File: config.mk
export PLATFORM = sky130hd
export DESIGN_NAME = qrm_div_lane
export DESIGN_NICKNAME = d
export VERILOG_FILES = /design/src/design/qrm_pkg.sv /design/src/design/qrm_div_lane.sv
export SDC_FILE = /design/constraint.sdc
export NUM_CORES = 1
export LEC_CHECK = 0
export BUFFER_PORTS_ARGS = -buffer_cell sky130_fd_sc_hd__buf_2
export CAP_MARGIN = 5
export CORE_MARGIN = 2
export CORE_UTILIZATION = 60
export DETAILED_ROUTE_END_ITERATION = 7
export MAX_ROUTING_LAYER = met4
export PLACE_DENSITY = 0.76
export SETUP_SLACK_MARGIN = 0.5
export SLEW_MARGIN = 40
export SYNTH_ARGS = -nofsm -noshare
export SYNTH_HDL_FRONTEND = slang
export SYNTH_SLANG_ARGS = --single-unit
File: constraint.sdc
create_clock -name clk -period 9.3 [get_ports clk]
set_input_delay 0 -clock clk [delete_from_list [all_inputs] [get_ports clk]]
set_output_delay 0 -clock clk [all_outputs]
set_load 0.005 [all_outputs]
File: src/design/qrm_pkg.sv
package qrm_pkg;

  // Matrix entries are signed Q1.14.
  localparam int FRAC_BITS = 14;
  localparam int MAT_W     = 16;
  localparam logic [MAT_W-1:0] ONE_Q = MAT_W'(1 << FRAC_BITS);

  // Quotient bits produced by the divider lane, one per stage.
  localparam int QBITS   = FRAC_BITS + 1;
  // Divider lane depth: one stage per quotient bit plus the rounding stage.
  localparam int DIV_LAT = QBITS + 1;

  // Number of matrix entries.
  localparam int NUM_ENT = 9;

  typedef logic signed [MAT_W-1:0] mat_t;

endpackage

File: src/design/qrm_div_lane.sv
// One matrix entry: round(a * 2^14 / d) with ties away from zero, computed as
// a restoring division of a * 2^15 by 2d, one quotient bit per stage, and a
// final stage that adds the rounding bit, saturates and applies the sign.
module qrm_div_lane
  import qrm_pkg::*;
#(
  parameter int COMP_WIDTH = 16
) (
  input  logic                  clk,
  input  logic                  en,
  input  logic [COMP_WIDTH-1:0] a_i,
  input  logic [COMP_WIDTH-1:0] d_i,
  input  logic                  neg_i,
  output mat_t                  m_o
);

  localparam int RW = COMP_WIDTH + 1;

  logic [RW-1:0]         r_r   [QBITS];
  logic [QBITS-1:0]      q_r   [QBITS];
  logic [COMP_WIDTH-1:0] d_r   [QBITS];
  logic                  neg_r [QBITS];
  mat_t                  m_r;

  // Division stages; the remainder always stays below 2d.
  for (genvar k = 0; k < QBITS; k++) begin : g_stage
    logic [RW-1:0]         rin;
    logic [QBITS-1:0]      qin;
    logic [COMP_WIDTH-1:0] din;
    logic                  nin;
    logic [RW:0]           r2;
    logic [RW:0]           dd;
    logic                  ge;

    if (k == 0) begin : g_first
      assign rin = {1'b0, a_i};
      assign qin = '0;
      assign din = d_i;
      assign nin = neg_i;
    end else begin : g_next
      assign rin = r_r[k-1];
      assign qin = q_r[k-1];
      assign din = d_r[k-1];
      assign nin = neg_r[k-1];
    end

    assign r2 = {rin, 1'b0};
    assign dd = {1'b0, din, 1'b0};
    assign ge = (r2 >= dd);

    always_ff @(posedge clk) begin
      if (en) begin
        r_r[k]   <= ge ? RW'(r2 - dd) : RW'(r2);
        q_r[k]   <= {qin[QBITS-2:0], ge};
        d_r[k]   <= din;
        neg_r[k] <= nin;
      end
    end
  end

  // Rounding, saturation to one and sign.
  logic             rnd;
  logic [MAT_W-1:0] qsum;
  logic [MAT_W-1:0] qsat;

  always_comb begin
    rnd  = (r_r[QBITS-1] >= {1'b0, d_r[QBITS-1]});
    qsum = MAT_W'(q_r[QBITS-1]) + MAT_W'(rnd);
    qsat = (qsum > ONE_Q) ? ONE_Q : qsum;
  end

  always_ff @(posedge clk) begin
    if (en) begin
      m_r <= neg_r[QBITS-1] ? mat_t'(-qsat) : mat_t'(qsat);
    end
  end

  assign m_o = m_r;

endmodule

==> results list <==
* Portion of the clock cycle consumed by the worst path in the final layout: 62.9%
* Die H: 244 microns
- Crit Reg-Reg Startpoint: r_r[1][103]
* Buffering stage count on the worst path with inverters included: 1
- Maximum number of pins on one net before global-route repair: 178
- The H-tree generated during clock tree synthesis spans 3 levels.
- Final total negative setup slack: 0 ns
- The startpoint identified for the worst hold timing path is d_i[12].
- The average instance in the mapped netlist occupies 12.2 sq um.
- The first global-routing pass estimated 112 mm of wire.
- Nets: 3272
- The initial antenna violation count came to 1.
* Fmax: 0.171 GHz
- Max transition margin: 43.4%
* Initial DRC Count: 1705
- Across every metal layer, demand over resource in global routing totals 24.4%.
* Critical Setup Path Class: flip-flop to flip-flop
- After synthesis the cells add up to 34400 sq um.
* Layout Cells excl Fill: 3770
- Critical R2R Capture: m_o[14]
- Setup slack on the worst flop-to-flop path: 3.45 ns
- Most used cell, CP: sky130_fd_sc_hd__ha_1
- CTS Buf Count: 69
- TritonCTS sink count: 631
* Proportion of power drawn by combinational gates: 43.0%
- Internal power: 8130 uW
- In the synthesized netlist the async set-or-reset flop fraction comes to 0%.
- The number of hold-slack violations in the final timing report was 0.
- IR analysis of the VDD net gives a maximum drop of 0.000195 V.
* Main flop type after synthesis: sky130_fd_sc_hd__edfxtp_1
* Req. time, crit path: 9.72 ns
* Port bufs: 50
* Synth-to-layout area growth: 11.0%
- Die Outline Area: 59300 sq um
* Total routed wire length on the met1 layer: 31.3 mm
- Number of distinct library cells after synthesis: 69
* Number of synthesized flops with an enable pin: 631
* Share of synthesized area occupied by flip-flops and latches: 55.0%
- Layout cells sized above 1: 12.5%
- HPWL reported at the end of detailed placement: 50.2 mm
- Final setup skew: 0.0217 ns
- After layout, the minimum clock period comes to 5.85 ns.
- The number of nets in the synthesized netlist is 3129.
- Pin placement for this block handled 51 I/O pins.
- Clock transition time at the flip-flop clock pins of the worst setup and hold paths: 0.06 ns
- The clock passes through at most 3 buffers.
- In this run the standard cell core region covers 56600 sq um.
* Post-synthesis cell type with the largest combined area: sky130_fd_sc_hd__edfxtp_1
- Yosys printed 0 warnings.
- Across the run, the number of max-cap violations was 0.
- For this design the static power due to leakage is 0.0154 uW.
- After global routing the overflow that remains totals 0.
- Synthesis-stage register bit count: 631
* Placer Congestion: 0.898
- Max Fanout on Critical Path: 6
- The pre-antenna-repair detailed-routing pass consisted of 5 iterations.
* Endpoint class of the critical path: flip-flop
* Worst hold path endpoint: d_r[0][12]
- Number of design rule violations left after detail routing: 0
* Run status: complete, no violations
- Worst Tran Pin Value: 0.850 ns
* Top Metal Used: met4
* Number of nets with antenna violations after detailed routing: 0
* Clock tree from TritonCTS: built
- Std-Cell Rows: 87
- The die is 244 microns wide.
- Most frequent cells in the layout: sky130_fd_sc_hd__edfxtp_1, sky130_fd_sc_hd__inv_1, sky130_fd_sc_hd__ha_1
- Wires add up to 70.0 mm.
- The routed design uses 33.8 mm of met2 wire.
* Leading cell type in the layout, fill and taps excluded: sky130_fd_sc_hd__edfxtp_1
- Worst min-delay path category: primary input to flip-flop
* Hold path cells: 2
* Number of max-slew violations in the final report: 0
* Biggest area contributors in the synthesized netlist: sky130_fd_sc_hd__edfxtp_1, sky130_fd_sc_hd__ha_1, sky130_fd_sc_hd__mux2_2
- CP max-delay cell: sky130_fd_sc_hd__a221oi_1
- WL/cell: 18.6 microns
- The clock network burns 20.6% of the power.
- Setup violations remaining at the end of the flow were counted as 0.
- The detailed router placed 22100 vias in this run.
- In this run the power spent charging and discharging nets is 4390 uW.
* Gates resized, CTS repair: 0
- Startpoint type of the worst setup path: flip-flop
- Critical Path AT: 6.28 ns
* Highest cell delay on the worst timing path: 0.74 ns
- CTS root buf: sky130_fd_sc_hd__clkbuf_16
- Counting tap cells, the placed design contains a total of 3612 instances.
* Worst Reg-to-Reg Cells: 23
* Insertion delay to the later sink of the worst-skew pair: 0.62 ns
- In this run switching power makes up 35.1% of total power.
- Per report_power, the sequential group accounts for 36.4% of the total.
- The top cell type by area accounts for 55.0% of the synthesized area.
- Unrepaired setup endpoints after global routing: false
* Cells after synthesis: 2820
* Vias in the first global route: 21600
- Vias per Instance: 5.87
- Hold-fix buffers at CTS: 34
* Largest delay contributor family on the critical path: compound AO/OA/AOI/OAI gates
* Pwr Density: 328 nW/um^2
- The number of setup buffers added after CTS is 0.
- Met3 Wirelength: 3.50 mm
- The critical path goes through ha_1 > nor2b_1 > o21a_1 > o21a_1 > o21a_1 > o2111ai_1 > a21oi_1 > o221ai_1 > a21oi_1 > ha_1 > ha_1 > xnor2_1 > nand4_1 > a2111oi_4 > nand4bb_2 > or2_1 > a221oi_1 > nand2_1 > ha_1 > inv_1 > nand2_1 > mux2_2 > o311ai_1.
- Final worst hold slack: 0.121 ns
* Initial cell density of the core: 60.8%
==> how the worst max path moves through the flow <==
stage / start / cells past startpoint / endpoint / slack (ns)
5_1_grt: r_r[1][103] / 23 / m_o[14] / 3.13
3_3_place_gp: r_r[1][103] / 23 / m_o[14] / 3.70
4_1_cts: r_r[1][103] / 23 / m_o[14] / 3.52
2_1_floorplan: r_r[1][103] / 21 / m_o[12] / 4.33
3_5_place_dp: r_r[1][103] / 23 / m_o[14] / 3.59
6_report: r_r[1][103] / 23 / m_o[14] / 3.45
==> cells in the mapped netlist, types with 12 or more instances <==
cell	n
sky130_fd_sc_hd__a211o_1	30
sky130_fd_sc_hd__a211oi_1	30
sky130_fd_sc_hd__a21o_1	47
sky130_fd_sc_hd__a21oi_1	146
sky130_fd_sc_hd__a221oi_1	12
sky130_fd_sc_hd__a31oi_1	36
sky130_fd_sc_hd__and3_1	12
sky130_fd_sc_hd__clkbuf_1	22
sky130_fd_sc_hd__edfxtp_1	631
sky130_fd_sc_hd__fa_1	15
sky130_fd_sc_hd__ha_1	259
sky130_fd_sc_hd__inv_1	327
sky130_fd_sc_hd__mux2_2	171
sky130_fd_sc_hd__mux2i_1	15
sky130_fd_sc_hd__nand2_1	116
sky130_fd_sc_hd__nand2b_1	51
sky130_fd_sc_hd__nand3_1	27
sky130_fd_sc_hd__nand4_1	39
sky130_fd_sc_hd__nor2_1	191
sky130_fd_sc_hd__nor2b_1	46
sky130_fd_sc_hd__nor3_1	67
sky130_fd_sc_hd__o21a_1	35
sky130_fd_sc_hd__o21ai_0	104
sky130_fd_sc_hd__o21ba_2	12
sky130_fd_sc_hd__or2_2	14
sky130_fd_sc_hd__or3_1	24
sky130_fd_sc_hd__xnor2_1	148
sky130_fd_sc_hd__xor2_1	47
==> sequential cells by signal, indices dropped and copies added (netlist names) <==
register / count
r_r: 240
q_r: 120
neg_r: 15
d_r: 240
m_o: 16
==> power by group through the flow <==
stage | registers (uW) | clock network [uW] | logic (uW)
after detailed placement | 4600 | 0 | 5290
final | 4550 | 2580 | 5390
after CTS | 4560 | 2630 | 5360
after floorplan | 4410 | 0 | 4130
after global routing | 4620 | 2740 | 5940
after global placement | 4590 | 0 | 5130
==> cell type report <==
class,count,area [sq um]
Antenna cell,1,2.50
Timing Repair Buffer,100,816
Tap cell,756,946
Multi-Input combinational cell,1834,14200
Inverter,327,1230
Clock inverter,37,279
Clock buffer,84,1830
Fill cell,4049,18400
Sequential cell,631,18900
==> layer usage <==
layer	GRT usage, %	vias up
li1	-	10700
met1	32.7	10700
met2	39.5	570
met3	3.48	101
met4	6.12	0
met5	-	-
==> kinds of logic (layout without fill, tap and decap cells) <==
group	count (synthesis)	count (layout)	share of synthesized area, %
AOI/OAI and AO/OA	563	563	11.0
xor gates and xnor gates	195	195	4.96
adders and majority gates	274	274	10.3
buffers and inverters	355	548	3.94
DFF	631	631	55.0
muxes	188	188	6.12
other	0	1	0
and+or+nand+nor	614	614	8.66
==> through the flow <==
step	utilization, %	cell area, sq um	power (uW)	worst slack (ns)
after CTS	67.4	38200	12500	3.52
after global routing	67.5	38200	13300	3.13
after global placement	63.0	35700	9710	3.70
final	67.5	38200	12500	3.45
after floorplan	-	34400	8540	4.33
after detailed placement	63.1	35700	9890	3.59
Note: power is estimated with default switching activity, not from simulation.
